<file path="src/rtl/core/windowed_lnds_tail_table_assert.svh">
// Assertion macros used by the tail-table back stage (wltt_back).
// Each macro wraps a clocked concurrent assertion with a disable on reset.
`ifndef WINDOWED_LNDS_TAIL_TABLE_ASSERT_SVH
`define WINDOWED_LNDS_TAIL_TABLE_ASSERT_SVH

`ifndef SYNTHESIS

// property must hold on every rising clock edge outside reset
`define WLTT_ASSERT(lbl, clk, rst, prop, msg) \
   lbl: assert property (@(posedge clk) disable iff (rst) prop) else $error(msg);

// condition must never be seen outside reset
`define WLTT_NEVER(lbl, clk, rst, cond, msg) \
   lbl: assert property (@(posedge clk) disable iff (rst) !(cond)) else $error(msg);

`else

`define WLTT_ASSERT(lbl, clk, rst, prop, msg)
`define WLTT_NEVER(lbl, clk, rst, cond, msg)

`endif

`endif

</file>
<file path="src/rtl/core/wltt_pkg.sv">
`default_nettype none

package wltt_pkg;

   // field widths
   localparam int HEIGHT_W = 32;
   localparam int LENGTH_W = 11;

   // configuration register indexes
   localparam int CSR_INDEX_W = 1;
   localparam logic [CSR_INDEX_W-1:0] CSR_MIN_HEIGHT = 1'b0;
   localparam logic [CSR_INDEX_W-1:0] CSR_MAX_HEIGHT = 1'b1;

   // register reset values
   localparam logic signed [HEIGHT_W-1:0] MIN_HEIGHT_RESET = 32'sh8000_0000;
   localparam logic signed [HEIGHT_W-1:0] MAX_HEIGHT_RESET = 32'sh7FFF_FFFF;

   // queue between front and back
   localparam int QUEUE_DEPTH = 2;
   localparam int QPTR_W      = $clog2(QUEUE_DEPTH);
   localparam int QCNT_W      = $clog2(QUEUE_DEPTH + 1);

   // classified operation handed from front to back
   typedef struct packed {
      logic signed [HEIGHT_W-1:0] height;
      logic                       insert;
      logic                       last;
   } wltt_op_type;

   typedef struct packed {
      logic        valid;
      wltt_op_type op;
   } wltt_push_type;

   typedef struct packed {
      logic full;
      logic empty;
   } wltt_qstat_type;

   typedef enum logic [1:0] {
      ST_IDLE,
      ST_SEARCH,
      ST_EMIT
   } wltt_state_type;

endpackage

`default_nettype wire

</file>
<file path="src/rtl/core/wltt_if.sv">
`default_nettype none

// request channel: one sequence element per transaction
interface wltt_req_if;
   logic                                valid;
   logic                                ready;
   logic signed [wltt_pkg::HEIGHT_W-1:0] height;
   logic                                carries_value;
   logic                                last;

   modport source (output valid, output height, output carries_value, output last,
                   input ready);
   modport sink   (input valid, input height, input carries_value, input last,
                   output ready);
endinterface


`default_nettype wire

</file>
<file path="src/rtl/core/wltt_front.sv">
`default_nettype none

module wltt_front (
   input  wire logic                                 clock,
   input  wire logic                                 reset,
   input  wire logic                                 csr_we,
   input  wire logic [wltt_pkg::CSR_INDEX_W-1:0]     csr_index,
   input  wire logic [wltt_pkg::HEIGHT_W-1:0]        csr_wdata,
   wltt_req_if.sink                                  req_bus,
   input  wire wltt_pkg::wltt_qstat_type             q_stat,
   output wltt_pkg::wltt_push_type                   push
);

   logic signed [wltt_pkg::HEIGHT_W-1:0] min_height_ff;
   logic signed [wltt_pkg::HEIGHT_W-1:0] max_height_ff;
   logic signed [wltt_pkg::HEIGHT_W-1:0] min_height_in;
   logic signed [wltt_pkg::HEIGHT_W-1:0] max_height_in;
   logic                                 req_fire;
   logic                                 in_window;

   // window registers
   always_comb begin
      min_height_in = min_height_ff;
      max_height_in = max_height_ff;
      if (csr_we) begin
         unique case (csr_index)
            wltt_pkg::CSR_MIN_HEIGHT: min_height_in = $signed(csr_wdata);
            wltt_pkg::CSR_MAX_HEIGHT: max_height_in = $signed(csr_wdata);
            default: ;
         endcase
      end
   end

   always_ff @(posedge clock) begin
      if (reset) begin
         min_height_ff <= wltt_pkg::MIN_HEIGHT_RESET;
         max_height_ff <= wltt_pkg::MAX_HEIGHT_RESET;
      end else begin
         min_height_ff <= min_height_in;
         max_height_ff <= max_height_in;
      end
   end

   // accept while the queue has room
   assign req_bus.ready = !q_stat.full;
   assign req_fire      = req_bus.valid && req_bus.ready;

   // classify: kept value, end marker, or nothing to do
   assign in_window = req_bus.carries_value &&
                      (req_bus.height >= min_height_ff) &&
                      (req_bus.height <= max_height_ff);

   always_comb begin
      push.op.height = req_bus.height;
      push.op.insert = in_window;
      push.op.last   = req_bus.last;
      push.valid     = req_fire && (in_window || req_bus.last);
   end

endmodule

`default_nettype wire

</file>
<file path="src/flat_wrapper.sv">
// flat-port wrapper written by rule: the top's interface ports become plain ports
module wltt_front_flat 
  (clock, reset, csr_we, csr_index, csr_wdata, q_stat, push, req_bus_valid, req_bus_height, req_bus_carries_value, req_bus_last, req_bus_ready);
  wltt_req_if req_bus_i ();
  input  wire logic clock;
  input  wire logic reset;
  input  wire logic csr_we;
  input  wire logic [wltt_pkg::CSR_INDEX_W-1:0] csr_index;
  input  wire logic [wltt_pkg::HEIGHT_W-1:0] csr_wdata;
  input  wire wltt_pkg::wltt_qstat_type q_stat;
  output wltt_pkg::wltt_push_type push;
  input wire logic [$bits(req_bus_i.valid)-1:0] req_bus_valid;
  input wire logic [$bits(req_bus_i.height)-1:0] req_bus_height;
  input wire logic [$bits(req_bus_i.carries_value)-1:0] req_bus_carries_value;
  input wire logic [$bits(req_bus_i.last)-1:0] req_bus_last;
  output wire logic [$bits(req_bus_i.ready)-1:0] req_bus_ready;
  assign req_bus_i.valid = req_bus_valid;
  assign req_bus_i.height = req_bus_height;
  assign req_bus_i.carries_value = req_bus_carries_value;
  assign req_bus_i.last = req_bus_last;
  assign req_bus_ready = req_bus_i.ready;
  wltt_front u_core (.clock(clock), .reset(reset), .csr_we(csr_we), .csr_index(csr_index), .csr_wdata(csr_wdata), .req_bus(req_bus_i), .q_stat(q_stat), .push(push));
endmodule
</file>
<file path="config.mk">
export PLATFORM = sky130hd
export DESIGN_NAME = wltt_front_flat
export DESIGN_NICKNAME = d
export VERILOG_FILES = /design/src/rtl/core/windowed_lnds_tail_table_assert.svh /design/src/rtl/core/wltt_pkg.sv /design/src/rtl/core/wltt_if.sv /design/src/rtl/core/wltt_front.sv /design/src/flat_wrapper.sv
export SDC_FILE = /design/constraint.sdc
export NUM_CORES = 1
export LEC_CHECK = 0
export ABC_AREA = 0
export BUFFER_PORTS_ARGS = -buffer_cell sky130_fd_sc_hd__buf_2
export CAP_MARGIN = 20
export CELL_PAD_IN_SITES_DETAIL_PLACEMENT = 1
export CELL_PAD_IN_SITES_GLOBAL_PLACEMENT = 1
export CORE_MARGIN = 5
export CORE_UTILIZATION = 30
export DETAILED_ROUTE_END_ITERATION = 12
export PLACE_DENSITY = 0.73
export REMOVE_ABC_BUFFERS = 1
export SLEW_MARGIN = 30
export SYNTH_ARGS = -nofsm -noshare
export SYNTH_HDL_FRONTEND = slang
export SYNTH_SLANG_ARGS = --single-unit
export TNS_END_PERCENT = 10
</file>
<file path="constraint.sdc">
create_clock -name clock -period 3.7 [get_ports clock]
set_clock_uncertainty 0.05 [all_clocks]
set_input_delay 0.74 -clock clock [delete_from_list [all_inputs] [get_ports clock]]
set_output_delay 0.74 -clock clock [all_outputs]
set_load 0.03 [all_outputs]
</file>
Yosys cells after proc, flatten, opt, wreduce, memory -nomap -nowiden --
Index checks and enable logic that the tools add are counted.
Operators by class: add/sub/neg operators 0, multipliers 0, div/mod/pow operators 0, magnitude comparators 2, eq/ne operators 0, shift-type cells 0, multiplexer cells 0, bitwise gates (word level) 1, reduce and logical (&&, ||, !) cells 8
Operator list (number):
- $ge 32x32->1 | 1
- $le 32x32->1 | 1
- $logic_and 1x1->1 | 4
- $reduce_and 2->1 | 2
- $logic_not 1->1 | 1
- $logic_or 1x1->1 | 1
- $not 1->1 | 1
Storage, ports and cells: register bits after elaboration 64, bits in latches 0, bits in writable memories 0, memory bits (read-only) 0, input bits 73, output and inout port bits 36, logic and storage cells 13, memories kept 0

Depth between registers and ports, before layout --
Gate-level depths: netlist of the first run.
depth in word-level cells 5, mapped depth 9, gate-level depth less buffers 8

Worst setup path before layout of the first run --
OpenSTA, ideal clock, no wires.
path type input -> output, start in req_bus_height[23], end out push[34] (netlist name), data arrival time 2.344 ns, data required time 2.910 ns, setup slack 0.566 ns, stages on the path 7, buffers on the path 0, path through ha_1 a21oi_2 o21ai_1 a22o_1 nor3_1 o41ai_2 a31oi_1
RTL lines:
- start, declared | RTL line flat_wrapper.sv:13 | input wire logic [$bits(req_bus_i.height)-1:0] req_bus_height;
- end, declared | RTL line flat_wrapper.sv:11 | output wltt_pkg::wltt_push_type push;

==> impl_metrics.toml, run 1 <==
[cells_and_area]
drive_above_1_share = 0.230
utilization = 0.360
nets = 723
area_growth_syn_to_layout_pct = 17.8
fillCellCount = 1732
stdcell_count = 771
seqCellArea_um2 = 1280
multi_input_area_um2 = 2370
antenna_cells = 0

[synth]
synth-async-reset-ratio = 0
synth.area.top_cells = "dfxtp_1 (30%), ha_1 (19%), a21oi_1 (6.7%)"
ys_ff_latch = 64
dominantRegCellSynth = "dfxtp_1"
yosys.area.top_type_share = 0.302
synth_cells = 518
yosysMostFrequentCell = "nand2_1"
yosysUniqueCellTypes = 40
yosysSeqAreaShare = 0.302
synth_largest_area_cell = "dfxtp_1"
synth_common_cells = "nand2_1 (74), inv_1 (65), dfxtp_1 (64), ha_1 (64), a21oi_1 (57)"
synth-warning-count = 0
synth_area_um2 = 4240
synth_edf_count = 0
syn_avg_cell_area_um2 = 8.18

[global_route]
grt_overflow = 0
grt_pass1_wl_um = 21100
track_usage = 0.162
grt_max_degree = 65
grt_antenna_before_repair = 1
grt_pass1_vias = 4295

[routing]
route.detailed.wl_per_inst_um = 16.8
ant_nets = 0
drt-pass1-iter-count = 4
drt-initial-drc-count = 136
vias = 3862
totalWireLength_um = 12900
drc = 0
vias_per_cell = 5.01

[timing]
worstMarginPinSlew_ps = 705
finalWorstSetupSlack_ps = 200
finalSetupViolCount = 0
setup_tns_ps = 0
fmax_ghz = 0.286
relSlewSlack = 0.530
hold_violations = 0
rsz0062_at_grt = "no"
fin_crit_ps = 3500
maxSlewViolCount = 0
period_share = 0.946
hold_ws_ps = 402

[power]
pwr-share-clk = 0.417
p_sw_uw = 567
seqPwrFrac = 0.380
p_int_mw = 1.41
switching_share = 0.288
ir_drop_v = 0.000209
power.density_nw_per_um2 = 395
combPwrFrac = 0.203
leakage_nw = 2.55

[placement]
placed_cells = 755
port_buffers = 107
post-place-ws_ps = 240
gp_congestion = 0.819
place_hpwl_um = 9950

[floorplan]
coreArea_um2 = 13900
boundaryPins = 109
fp.dieW_um = 129
start_util = 0.305
die_area_um2 = 16600
die_y_um = 129
num_rows = 43

[clocking]
clk_pin_slew_ps = 50
tritoncts = "yes"
clk_latency_ps = 330
cts-resized-gates = 0
cts_buffer_depth = 2
post_cts_buffers = 0
holdBufCountCts = 0
cts_made_buffers = 9
clock-root-buffer = "clkbuf_16"
clkSinkCount = 64
cts_max_level = 3

[setup_path]
critPathLaunch = "req_bus_height[31]"
timing.reg2reg.setup_slack_ps = 2850
crit_path_start_kind = "input pin"
r2r_end = "u_core.min_height_ff[31]"
critPathArrivalTime_ps = 2710
r2r_cells = 3
critPathRequiredTime_ps = 2910
timing.rr.start = "u_core.min_height_ff[31]"
worstSetupPathType = "in2out"
path_max_fanout = 4
cp-end-kind = "primary output"

[status]
status = "completed"

[hold_path]
holdCritStartpoint = "u_core.min_height_ff[10]"
hold_depth = 2
min_path_type = "reg2reg"
whs_endpoint = "u_core.min_height_ff[10]"

[run]
max-cap-violations = 0
routing by layer:
layer	GRT usage	wire (µm)	up-vias
li1	-	-	1892
met1	0.181	5350	1858
met2	0.303	6690	92
met3	0.0436	645	18
met4	0.0432	224	2
met5	0	20	-
final cells by class:
cell class | count | share of cell area
sequential | 64 | 0.257
timing repair buffer | 114 | 0.118
clock buffer | 12 | 0.0474
inverter | 65 | 0.0489
clock inverter | 4 | 0.00902
multi-input combinational | 332 | 0.475
tap | 180 | 0.0451
logic make-up after synthesis:
group / Yosys count / synth area share
simple gates: 149 / 0.176
fa+ha+maj: 64 / 0.189
buf+inv: 122 / 0.139
flops: 64 / 0.302
compound gates: 119 / 0.194
sequential cells by signal, summed over array words and instances, names as in the netlist:
signal / flops
u_core.max_height_ff: 32
u_core.min_height_ff: 32
metrics by stage:
stage               total power, mW  instance area, µm²
finish                         1.97                4990
global route                   2.08                4990
CTS                            2.00                4990
detailed placement             1.17                4710
global placement               1.14                4710
floorplan                     0.951                3890
worst max path at each step:
stage	end	slack [ps]	cells after the start
global placement	push[1]	280	9
floorplan	push[1]	520	7
detailed placement	push[1]	240	9
finish	push[34]	200	9
CTS	push[1]	190	9
global route	push[1]	40	9
layout by cell type, fill, tap and decap left out, types with 2 or more instances in the layout:
master and n:
or3_1 2, nand2b_1 2, dfxtp_1 64, clkbuf_1 3, clkinv_2 3, nand4_1 13, nor2b_1 4, buf_2 106
buf_4 8, nor3_1 2, nand3_1 5, a2bb2oi_1 3, o21ai_1 2, a21boi_0 2, inv_1 65, a211o_1 32
ha_1 64, o21ai_0 6, nor2_1 7, o211a_1 2, o31ai_1 2, clkbuf_16 9, a21o_1 3, and4_1 2
a21oi_2 2, and3_1 31, nand2_1 74, o2111ai_1 2, a21oi_1 57
worst max-delay path, stage by stage:
cell and delay [ps]:
buf_2 130, ha_1 340, and4_4 210, a21oi_1 150, o21ai_1 130, nor3_1 370, o41ai_2 130, a31oi_1 250
buf_2 260
power groups by stage:
stage | registers, mW | logic [mW] | clock network [mW]
4_1_cts | 0.751 | 0.405 | 0.844
3_5_place_dp | 0.766 | 0.401 | 0
3_3_place_gp | 0.763 | 0.382 | 0
2_1_floorplan | 0.758 | 0.193 | 0
6_report | 0.750 | 0.400 | 0.822
5_1_grt | 0.755 | 0.451 | 0.876
No activity file was read; power rests on OpenSTA's default activity.
==> run 2: changes to the inputs <==
--- a/config.mk
+++ b/config.mk
@@ -12,6 +12,7 @@
 export CELL_PAD_IN_SITES_GLOBAL_PLACEMENT = 1
 export CORE_MARGIN = 5
 export CORE_UTILIZATION = 30
+export CTS_BUF_LIST = sky130_fd_sc_hd__clkbuf_4 sky130_fd_sc_hd__clkbuf_8
 export DETAILED_ROUTE_END_ITERATION = 12
 export PLACE_DENSITY = 0.73
 export REMOVE_ABC_BUFFERS = 1
==> impl_metrics.toml, run 2 (synthesis gave the netlist of run 1 again) <==
[status]
status = "completed"

[cells_and_area]
final_common_cell = "buf_2"
antenna_cells = 0
final_area_um2 = 4900
drive_above_1_share = 0.235
multi_input_area_um2 = 2370
final_cell_mix = "buf_2 (106), nand2_1 (74), inv_1 (65), ha_1 (64), dfxtp_1 (64)"
fillCellCount = 1735
reg_top3 = "u_core.max_height_ff (32), u_core.min_height_ff (32)"
utilization = 0.353
area_growth_syn_to_layout_pct = 15.7
stdcell_count = 771
nets = 723
seqCellArea_um2 = 1280

[routing]
ant_nets = 0
drc = 0
vias = 3863
totalWireLength_um = 12700
drt-initial-drc-count = 124
drt-pass1-iter-count = 4
vias_per_cell = 5.01
route.detailed.wl_per_inst_um = 16.5

[clocking]
clk_latency_ps = 340
tritoncts = "yes"
cts_made_buffers = 9
holdBufCountCts = 0
clock-root-buffer = "clkbuf_8"
clk_pin_slew_ps = 70
clkSinkCount = 64
cts_buffer_depth = 2
cts-resized-gates = 0
cts_max_level = 3
post_cts_buffers = 0

[global_route]
grt_pass1_vias = 4269
grt_antenna_before_repair = 1
grt_overflow = 0
track_usage = 0.158
grt_max_degree = 65
grt_pass1_wl_um = 20800

[floorplan]
die_y_um = 129
fp.dieW_um = 129
boundaryPins = 109
coreArea_um2 = 13900
num_rows = 43
die_area_um2 = 16600
start_util = 0.305

[power]
p_int_mw = 1.22
ir_drop_v = 0.000149
p_sw_uw = 529
pwr-share-clk = 0.342
leakage_nw = 2.51
combPwrFrac = 0.228
seqPwrFrac = 0.429
power.density_nw_per_um2 = 356
switching_share = 0.303

[hold_path]
min_path_type = "reg2reg"

[timing]
hold_violations = 0
rsz0062_at_grt = "no"
relSlewSlack = 0.534
setup_tns_ps = 0
period_share = 0.947
finalSetupViolCount = 0
fmax_ghz = 0.285
worstMarginPinSlew_ps = 699
maxSlewViolCount = 0
fin_crit_ps = 3500

[setup_path]
cp-end-kind = "primary output"
path_max_fanout = 3
crit_path_start_kind = "input pin"
critPathArrivalTime_ps = 2710
worstSetupPathType = "in2out"
critPathRequiredTime_ps = 2910

[run]
max-cap-violations = 0

[placement]
port_buffers = 107
placed_cells = 755
gp_congestion = 0.819
dpl_cell_area_um2 = 4710
place_hpwl_um = 9950
-- run 2: cell counts in the layout (fill, tap and decap cells not counted) --
Identical to the previous run, type by type.
-- run 2: per-layer routing --
| layer | wire length, µm | share of wire | track usage | up-vias |
|---|---|---|---|---|
| met4 | 244 | 0.019 | 0.0457 | 2 |
| met2 | 6480 | 0.51 | 0.297 | 99 |
| met3 | 640 | 0.050 | 0.0324 | 22 |
| met1 | 5350 | 0.42 | 0.179 | 1848 |
| li1 | - | - | - | 1892 |
| met5 | 13 | 0.0010 | 0 | - |
-- run 2: critical path, cell delays in order --
cell and delay (ps):
buf_2 120, ha_1 330, a21oi_1 200, o21ai_0 120, a22o_1 220, nor3_1 340, or2_1 160, a2bb2oi_1 250
buf_2 250
-- run 2: path summary, 6_finish.rpt --
path                             from                        to  slack (ps)  cells past startpoint
max reg2reg  u_core.min_height_ff[31]  u_core.min_height_ff[31]        2850                      3
min          u_core.min_height_ff[30]  u_core.min_height_ff[30]         410                      2
max                req_bus_height[19]                   push[1]         200                      9
min reg2reg  u_core.min_height_ff[30]  u_core.min_height_ff[30]         410                      2
-- run 2: area by class of cell --
| cell class | instances | share of cell area |
|---|---|---|
| tap | 180 | 0.0459 |
| inverter | 65 | 0.0498 |
| timing repair buffer | 114 | 0.120 |
| clock inverter | 4 | 0.00919 |
| multi-input combinational | 332 | 0.484 |
| clock buffer | 12 | 0.0299 |
| sequential | 64 | 0.261 |
-- run 2: power groups by stage --
stage / logic, mW / clock network (mW) / registers, mW
after floorplan: 0.193 / 0 / 0.758
after CTS: 0.404 / 0.622 / 0.750
after detailed placement: 0.401 / 0 / 0.766
after global routing: 0.450 / 0.646 / 0.754
final: 0.398 / 0.597 / 0.749
after global placement: 0.382 / 0 / 0.763
-- run 2: through the flow --
stage          setup WS [ps]  power (mW)  hold slack, ps
4_1_cts                  235        1.78             411
5_1_grt                 85.8        1.85             435
3_5_place_dp             240        1.17             398
6_report                 195        1.74             408
2_1_floorplan            517       0.951             380
3_3_place_gp             280        1.14             395
