<file path="src/rtl/core/windowed_lnds_tail_table_assert.svh">
// Assertion macros used by the tail-table back stage (wltt_back).
// Each macro wraps a clocked concurrent assertion with a disable on reset.
`ifndef WINDOWED_LNDS_TAIL_TABLE_ASSERT_SVH
`define WINDOWED_LNDS_TAIL_TABLE_ASSERT_SVH

`ifndef SYNTHESIS

// property must hold on every rising clock edge outside reset
`define WLTT_ASSERT(lbl, clk, rst, prop, msg) \
   lbl: assert property (@(posedge clk) disable iff (rst) prop) else $error(msg);

// condition must never be seen outside reset
`define WLTT_NEVER(lbl, clk, rst, cond, msg) \
   lbl: assert property (@(posedge clk) disable iff (rst) !(cond)) else $error(msg);

`else

`define WLTT_ASSERT(lbl, clk, rst, prop, msg)
`define WLTT_NEVER(lbl, clk, rst, cond, msg)

`endif

`endif

</file>
<file path="src/rtl/core/wltt_pkg.sv">
`default_nettype none

package wltt_pkg;

   // field widths
   localparam int HEIGHT_W = 32;
   localparam int LENGTH_W = 11;

   // configuration register indexes
   localparam int CSR_INDEX_W = 1;
   localparam logic [CSR_INDEX_W-1:0] CSR_MIN_HEIGHT = 1'b0;
   localparam logic [CSR_INDEX_W-1:0] CSR_MAX_HEIGHT = 1'b1;

   // register reset values
   localparam logic signed [HEIGHT_W-1:0] MIN_HEIGHT_RESET = 32'sh8000_0000;
   localparam logic signed [HEIGHT_W-1:0] MAX_HEIGHT_RESET = 32'sh7FFF_FFFF;

   // queue between front and back
   localparam int QUEUE_DEPTH = 2;
   localparam int QPTR_W      = $clog2(QUEUE_DEPTH);
   localparam int QCNT_W      = $clog2(QUEUE_DEPTH + 1);

   // classified operation handed from front to back
   typedef struct packed {
      logic signed [HEIGHT_W-1:0] height;
      logic                       insert;
      logic                       last;
   } wltt_op_type;

   typedef struct packed {
      logic        valid;
      wltt_op_type op;
   } wltt_push_type;

   typedef struct packed {
      logic full;
      logic empty;
   } wltt_qstat_type;

   typedef enum logic [1:0] {
      ST_IDLE,
      ST_SEARCH,
      ST_EMIT
   } wltt_state_type;

endpackage

`default_nettype wire

</file>
<file path="src/rtl/core/wltt_queue.sv">
`default_nettype none

module wltt_queue (
   input  wire logic                     clock,
   input  wire logic                     reset,
   input  wire wltt_pkg::wltt_push_type  push,
   input  wire logic                     pop,
   output wltt_pkg::wltt_op_type         head,
   output wltt_pkg::wltt_qstat_type      q_stat
);

   wltt_pkg::wltt_op_type            entries_ff [wltt_pkg::QUEUE_DEPTH];
   logic [wltt_pkg::QPTR_W-1:0]      wr_ptr_ff;
   logic [wltt_pkg::QPTR_W-1:0]      rd_ptr_ff;
   logic [wltt_pkg::QCNT_W-1:0]      count_ff;
   logic [wltt_pkg::QPTR_W-1:0]      wr_ptr_in;
   logic [wltt_pkg::QPTR_W-1:0]      rd_ptr_in;
   logic [wltt_pkg::QCNT_W-1:0]      count_in;

   // pointer and occupancy update
   always_comb begin
      wr_ptr_in = wr_ptr_ff;
      rd_ptr_in = rd_ptr_ff;
      count_in  = count_ff;
      if (push.valid) begin
         wr_ptr_in = wr_ptr_ff + wltt_pkg::QPTR_W'(1);
      end
      if (pop) begin
         rd_ptr_in = rd_ptr_ff + wltt_pkg::QPTR_W'(1);
      end
      if (push.valid && !pop) begin
         count_in = count_ff + wltt_pkg::QCNT_W'(1);
      end else if (pop && !push.valid) begin
         count_in = count_ff - wltt_pkg::QCNT_W'(1);
      end
   end

   always_ff @(posedge clock) begin
      if (reset) begin
         wr_ptr_ff <= '0;
         rd_ptr_ff <= '0;
         count_ff  <= '0;
      end else begin
         wr_ptr_ff <= wr_ptr_in;
         rd_ptr_ff <= rd_ptr_in;
         count_ff  <= count_in;
      end
   end

   // entry storage
   always_ff @(posedge clock) begin
      if (push.valid) begin
         entries_ff[wr_ptr_ff] <= push.op;
      end
   end

   assign head         = entries_ff[rd_ptr_ff];
   assign q_stat.full  = (count_ff == wltt_pkg::QCNT_W'(wltt_pkg::QUEUE_DEPTH));
   assign q_stat.empty = (count_ff == '0);

endmodule

`default_nettype wire

</file>
<file path="config.mk">
export PLATFORM = sky130hd
export DESIGN_NAME = wltt_queue
export DESIGN_NICKNAME = d
export VERILOG_FILES = /design/src/rtl/core/windowed_lnds_tail_table_assert.svh /design/src/rtl/core/wltt_pkg.sv /design/src/rtl/core/wltt_queue.sv
export SDC_FILE = /design/constraint.sdc
export NUM_CORES = 1
export LEC_CHECK = 0
export ABC_AREA = 1
export ABC_CLOCK_PERIOD_IN_PS = 6700
export BUFFER_PORTS_ARGS = -buffer_cell sky130_fd_sc_hd__buf_4
export CORE_AREA = 2 2 75 77
export CTS_CLUSTER_SIZE = 20
export DETAILED_ROUTE_END_ITERATION = 16
export DIE_AREA = 0 0 77 79
export GPL_TIMING_DRIVEN = 0
export PLACE_DENSITY = 0.86
export SETUP_SLACK_MARGIN = 0.3
export SYNTH_ARGS = -nofsm -noshare
export SYNTH_HDL_FRONTEND = slang
export SYNTH_SLANG_ARGS = --single-unit
</file>
<file path="constraint.sdc">
create_clock -name clock -period 6.7 [get_ports clock]
set_clock_uncertainty 0.1 [all_clocks]
set_input_delay 0.67 -clock clock [delete_from_list [all_inputs] [get_ports clock]]
set_output_delay 0.67 -clock clock [all_outputs]
set_load 0.01 [all_outputs]
</file>
==> Yosys cells after proc, flatten, opt, wreduce, memory -nomap -nowiden <==
Memory sizes are Yosys's and may differ from the RTL's. A register that Yosys moved wholly into a read port is not among the register bits.
Index checks and enable logic that the tools add are counted.
{ "totals": {"register_bits": 4, "ram_bits": 68, "in_bits": 38, "out_inout_bits": 36, "elab_cells": 21, "mem_count": 1} }
{ "op_classes": {"addsub": 4, "eq_ne": 1, "n_mux": 6, "reduce_logical": 6} }
{ "mem_list": {"columns": ["memory", "words", "width", "read_ports", "rd_ports_with_merged_regs", "write_ports", "line_no", "rtl"], "rows": [
  ["entries_ff", 2, 34, 1, 1, 1, "wltt_queue.sv:12", "wltt_pkg::wltt_op_type entries_ff [wltt_pkg::QUEUE_DEPTH];"]
]} }
{ "ops": {"columns": ["cell", "n"], "rows": [
  ["2-to-1 mux 1 bit", 4],
  ["2-to-1 mux 2 bit", 2],
  ["adder 1 bit (second input constant)", 2],
  ["adder 2 x 1 -> 2 bit (second input constant)", 1],
  ["== test 2 bit (second input constant)", 1],
  ["logical AND 1 bit", 2],
  ["zero test 1 bit", 2],
  ["zero test 2 bit", 1],
  ["nonzero test 2 bit", 1],
  ["subtractor 2 x 1 -> 2 bit (second input constant)", 1]
]} }

==> Depth between registers and ports, before layout <==
Gate-level depths: netlist (run 1).
{ "logic_depth": {"ltp_word": 4, "mapped_depth": 8, "mapped_depth_nobuf": 8} }

==> Worst setup path before layout (run 1) <==
Ideal clock, no wire load.
{ "synth_path": {"path_type": "input-to-reg", "startpoint": "input port push[34] in the netlist's numbering", "endpoint": "memory entries_ff[0][0] in the netlist's numbering, enable pin", "setup_ns": 0.426, "arrival_time_ns": 2.143, "required_ns": 6.174, "setup_slack_ns": 4.032, "stages": 2, "path_buffers": 0, "path_cell_list": "inv_1 > nor2_1"} }
{ "synth_via": {"elab_chain_cells": 2} }
{ "synth_lines": {"columns": ["element", "line_no", "rtl"], "rows": [
  ["from (decl)", "wltt_queue.sv:6", "input wire wltt_pkg::wltt_push_type push,"],
  ["2-to-1 mux 1 bit", "wltt_queue.sv:52", "if (push.valid) begin"],
  ["2-to-1 mux 1 bit (not written as such)", "wltt_queue.sv:53", "entries_ff[wr_ptr_ff] <= push.op;"],
  ["to (decl)", "wltt_queue.sv:12", null]
]} }
No other way between the ends.

==> qor.yml, run 1 <==
status:
  outcome: "finished, final reports clean"
power:
  p_per_area_mw_per_mm2: 268.7
  power.leakage_uw: 0.001501
  ir_drop_mv: 0.1830
worst_setup_path:
  cp_max_fo: 10
  slowest_delay_ps: 320
  critPathCaptureType: "primary output"
  reg2reg_slack_ps: 5250
  ff2ff_path_depth: 3
  cp_slowest_cell: "dfxtp_1"
  critPathLaunchType: "flip-flop"
  crit_chain: "buf_6 > buf_12 > mux2_4 > buf_4"
  cp_top_family: "buffers and inverters"
  r2r_start: "wr_ptr_ff$_SDFFE_PP0P_"
  r2r_end: "entries_ff[1][7]$_DFFE_PP_"
  critical_path_class: "flip-flop to primary output"
  required_ps: 5930
  crit_arrival_ps: 1430
  path_buf_inv: 3
sta:
  final_hold_viol_count: 0
  max_slew_margin_pct: 69.75
  tns_ps: 0
  fin_ws_ps: 4504
  worst_slew_pin_slew_ps: 452.7
  rsz0062_at_grt: "no"
  maxSlewViolCount: 0
  fin_crit_sh_pct: 32.78
  setup_viol: 0
  clock.fmax_ghz: 0.4554
  fin_crit_ps: 2196
grt:
  grt_pass1_vias: 1458
  antenna_found_initial: 0
  grtUsageTotal_pct: 15.64
  grt_max_degree: 36
  overflow: 0
  grt_pass1_wl_microns: 6900
logic_synthesis:
  yosysTopAreaCellShare_pct: 72.02
  synth_cell_types: 16
  synth.avg_cell_area_sq_um: 20.40
  syn_area_sq_mm: 0.002835
  yosysMostFrequentCell: "edfxtp_1"
  synthTopCellsByArea: "edfxtp_1, mux2_4, dfxtp_1"
  synth_edf_count: 68
  yosysWarnings: 0
  synth.largest_area_cell: "edfxtp_1"
  syn_nets: 178
  syn_inst: 139
  ys.flop_type: "edfxtp_1"
  async_flop_share_pct: 0
  synth_common_cells: "edfxtp_1, mux2_4, inv_1"
  ys_seq_area_share_pct: 75.55
  ys_seq_elements: 73
placed_design:
  place_inst: 285
  dp_slack_ps: 4335
  dp_hpwl_microns: 3143
  portBuffers: 73
  gp_congestion: 0.6836
drt:
  wl_per_cell_microns: 14.81
  routed-wl-met3_microns: 159
  dr.pass1.iters: 4
  drc: 0
  vias: 1427
  highest_layer: "met4"
  dr_wl_met2_microns: 2445
  vias_per_cell: 4.725
  postRouteAntennaNets: 0
  wl_microns: 4472
  drt_iter0_markers: 49
  wl_met1_microns: 1742
worst_hold_path:
  hold_path_end: "rd_ptr_ff$_SDFFE_PP0P_"
  hp-class: "input port to flip-flop"
  worstHoldStart: "reset"
  hold_depth: 2
clocking:
  clk_latency_ps: 340
  numClockSinks: 73
  ctsHoldBuffers: 0
  path_clk_slew_ps: 70
  h-tree-depth: 3
  cts_tree: "yes"
  cts_resized: 0
  cts_buffer_depth: 2
  clock-root-buffer: "clkbuf_8"
  cts_setup_buffers: 0
  numCtsBuffers: 9
die:
  die_x_microns: 77
  start_util_pct: 53.12
  dieHeight_microns: 79
  fp-row-count: 27
  num_io_pins: 74
  core_sq_mm: 0.005338
  die-area_sq_mm: 0.006083
job:
  maxCapViolations: 0
finish:
  n_fill_cell: 369
  final_cells: 302
  multi_input_area_sq_um: 595.6
  num_antenna_cells: 0
  nNetsFinal: 264
  regArea_sq_mm: 0.002142
  drive_gt1_share_pct: 54.78
  areaGrowthSynthToFinish_pct: 31.02
  finish.utilization_pct: 69.60
[per-stage QoR]
step           hold slack (ps)  total power, uW  cell area, sq um
2_1_floorplan            379.9            624.9              2835
3_3_place_gp             397.5            686.5              3473
3_5_place_dp             402.3            693.9              3508
4_1_cts                  396.3             1008              3687
5_1_grt                  397.1             1034              3715
6_report                 408.0            998.2              3715
[logic make-up (layout without fill, tap and decap cells)]
family / after synthesis / in the layout / share of synthesized area [%]
AOI/OAI and AO/OA: 2 / 2 / 0.3527
adders and majority gates: 1 / 1 / 0.4412
muxes: 34 / 34 / 17.48
xor gates and xnor gates: 1 / 1 / 0.3090
buffers and inverters: 13 / 104 / 3.707
and+or+nand+nor: 15 / 15 / 2.162
DFF: 73 / 73 / 75.55
[metal layers]
layer / track usage [%] / up-vias
li1: - / 694
met1: 17.05 / 683
met2: 27.63 / 41
met3: 2.841 / 9
met4: 11.25 / 0
met5: 0 / -
[how the worst max path moves through the flow]
| stage | cells past startpoint | endpoint | start |
|---|---|---|---|
| final | 4 | head[19] | flip-flop |
| after CTS | 4 | head[25] | flip-flop |
| after global placement | 3 | entries_ff[0][16]$_DFFE_PP_ | push[34] |
| after detailed placement | 3 | entries_ff[1][13]$_DFFE_PP_ | push[34] |
| after floorplan | 2 | entries_ff[0][0]$_DFFE_PP_ | push[34] |
| after global routing | 4 | head[19] | flip-flop |
[flip-flops by register name, summed over array words and instances, names as in the netlist, named ones only]
signal / count
entries_ff: 68
count_ff: 2
rd_ptr_ff: 1
wr_ptr_ff: 1
[final cells by class]
class	instances	share of cell area, %
repair buffers	75	16.23
flip-flops and latches	73	57.66
plain buffers	4	1.920
inverters	9	0.9094
multi-input cells	53	16.03
clock inverters	4	1.179
clock buffers	12	3.638
well taps	72	2.425
[power breakdown]
| part | internal (uW) | switching, uW |
|---|---|---|
| Combinational | 88.6 | 61.1 |
| Sequential | 526 | 7.33 |
| Clock | 170 | 145 |
[cell usage in the layout, fill, tap and decap left out]
cell / count
clkbuf_8: 9
nand3_1: 1
nand4_1: 1
nor2_1: 6
clkinv_1: 2
edfxtp_1: 68
buf_12: 3
bufinv_16: 1
a21oi_1: 1
nor3_1: 1
inv_1: 8
dfxtp_1: 5
buf_16: 2
buf_4: 73
xnor2_1: 1
mux2_2: 4
mux2_4: 30
clkinv_2: 2
nor2_4: 1
clkbuf_1: 3
o21ai_0: 1
buf_6: 1
ha_1: 1
nand2_1: 5
Power figures use the tool's default switching activity.
==> run 2: changes to the inputs <==
--- a/config.mk
+++ b/config.mk
@@ -6,14 +6,14 @@
 export NUM_CORES = 1
 export LEC_CHECK = 0
 export ABC_AREA = 1
-export ABC_CLOCK_PERIOD_IN_PS = 6700
+export ABC_CLOCK_PERIOD_IN_PS = 2100
 export BUFFER_PORTS_ARGS = -buffer_cell sky130_fd_sc_hd__buf_4
-export CORE_AREA = 2 2 75 77
+export CORE_AREA = 2 2 77 79
 export CTS_CLUSTER_SIZE = 20
 export DETAILED_ROUTE_END_ITERATION = 16
-export DIE_AREA = 0 0 77 79
+export DIE_AREA = 0 0 79 81
 export GPL_TIMING_DRIVEN = 0
-export PLACE_DENSITY = 0.86
+export PLACE_DENSITY = 0.83
 export SETUP_SLACK_MARGIN = 0.3
 export SYNTH_ARGS = -nofsm -noshare
 export SYNTH_HDL_FRONTEND = slang
==> constraint.sdc (replaced) <==
create_clock -name clock -period 2.1 [get_ports clock]
set_clock_uncertainty 0.1 [all_clocks]
set_input_delay 0.21 -clock clock [delete_from_list [all_inputs] [get_ports clock]]
set_output_delay 0.21 -clock clock [all_outputs]
set_load 0.01 [all_outputs]
==> qor.yml, run 2 (same netlist as run 1, synthesis figures left out) <==
status:
  outcome: "finished, final reports clean"
power:
  ir_drop_mv: 0.5838
  p_per_area_mw_per_mm2: 853.5
  total_power_uw: 3500
  power.leakage_uw: 0.001651
finish:
  final_cell_mix: "buf_4, edfxtp_1, dlygate4sd3_1"
  drive_gt1_share_pct: 48.86
  largest_reg_flops: 68
  nNetsFinal: 298
  num_antenna_cells: 0
  regMostFlops: "entries_ff"
  mostFrequentLayoutCell: "buf_4"
  n_fill_cell: 353
  finish.utilization_pct: 72.24
  areaGrowthSynthToFinish_pct: 44.62
  reg_top3: "entries_ff: 68 flops, count_ff: 2 flops"
sta:
  rsz0062_at_grt: "yes"
  tns_ps: 0
  max_slew_margin_pct: 51.01
  maxSlewViolCount: 0
  fin_crit_ps: 1727
  final_hold_viol_count: 0
  worst_slew_pin_slew_ps: 733.2
  setup_viol: 0
  clock.fmax_ghz: 0.5790
  fin_crit_sh_pct: 82.25
worst_hold_path:
  hp-class: "input port to flip-flop"
  worstHoldStart: "pop"
clocking:
  path_clk_slew_ps: 70
  cts_setup_buffers: 0
  cts_buffer_depth: 2
  clock-root-buffer: "clkbuf_8"
  cts_tree: "yes"
  numClockSinks: 73
  numCtsBuffers: 9
  clk_latency_ps: 330
  h-tree-depth: 3
drt:
  vias: 1562
  dr.pass1.iters: 4
  vias_per_cell: 4.608
  routed-wl-met3_microns: 170
  wl_met1_microns: 1826
  wl_per_cell_microns: 14.05
  postRouteAntennaNets: 0
  wl_microns: 4762
  drc: 0
  dr_wl_met2_microns: 2670
  drt_iter0_markers: 87
  highest_layer: "met4"
worst_setup_path:
  path_buf_inv: 3
  cp_slowest_cell: "dfxtp_1"
  r2r_start: "wr_ptr_ff$_SDFFE_PP0P_"
  crit_arrival_ps: 1420
  cp_max_fo: 10
  cp_top_family: "buffers and inverters"
  slowest_delay_ps: 320
  critical_path_class: "flip-flop to primary output"
  critPathCaptureType: "primary output"
  required_ps: 1790
  critPathLaunchType: "flip-flop"
  crit_chain: "buf_6 > buf_12 > mux2_4 > buf_4"
die:
  dieHeight_microns: 81
  die_x_microns: 79
  die-area_sq_mm: 0.006399
  start_util_pct: 49.96
  core_sq_mm: 0.005675
  num_io_pins: 74
  fp-row-count: 28
grt:
  grt_pass1_vias: 1606
  grt_max_degree: 36
  antenna_found_initial: 0
  grt_pass1_wl_microns: 7203
  grtUsageTotal_pct: 15.41
  overflow: 0
job:
  maxCapViolations: 0
placed_design:
  portBuffers: 73
  gp_congestion: 0.7872
  dp_hpwl_microns: 2799
==> run 2: changes by cell type in the layout (fill, tap and decap cells not counted), sizes merged <==
| cell | delta |
|---|---|
| clkbuf | -3 |
| bufinv | +2 |
| buf | -1 |
| inv | +1 |
| clkinv | -3 |
| dlygate4sd3 | +35 |
| clkinvlp | +3 |
==> run 2: worst register-to-register path, delay by kind of cell (launching register included) <==
kind	cells	cell delay, ps
flip-flops	1	350
buffers and inverters	1	590
AND/OR/NAND/NOR	1	110
==> run 2: routing by layer <==
layer  GRT usage [%]  vias up
li1                -      758
met1           15.61      745
met2           29.07       49
met3           3.778       10
met4           8.448        0
met5               0        -
==> run 2: power breakdown <==
group / switching (uW) / internal [uW] / total (uW)
clock: 485 / 788 / 1270
sequential: 24.4 / 1680 / 1700
combinational: 205 / 318 / 523
==> run 2: repair_timing <==
action | 4_1_cts | 5_1_grt
gates resized for setup | 1 | 0
endpoints found under the setup margin | 35 | 1
hold buffers | 35 | 0
hold endpoints to repair | 71 | 0
==> run 2: final cells by class <==
cell class / count / area [sq um] / area share (%)
Inverter: 9 / 37.54 / 0.9155
Timing Repair Buffer: 109 / 918.4 / 22.40
Tap cell: 75 / 93.84 / 2.289
Buffer: 4 / 71.32 / 1.739
Clock inverter: 7 / 117.6 / 2.868
Multi-Input combinational cell: 53 / 595.6 / 14.53
Sequential cell: 73 / 2142 / 52.24
Clock buffer: 9 / 123.9 / 3.021
==> run 2: worst paths after layout <==
check                          endpoint  slack [ps]  depth (start not counted)
min reg2reg      rd_ptr_ff$_SDFFE_PP0P_         420                          2
min              rd_ptr_ff$_SDFFE_PP0P_          50                          3
max reg2reg  entries_ff[1][2]$_DFFE_PP_         450                          2
max                             head[6]         370                          4
==> run 2: metrics by stage <==
stage               setup WS (ps)  hold slack [ps]  std cells  cell area, sq um
floorplan                   370.2            182.4        139              2838
global placement           -111.6            295.3        287              3480
detailed placement          130.1            297.4        288              3505
CTS                         354.3            39.16        339              4100
global route                268.1            70.51        339              4100
finish                      372.7            53.41        339              4100
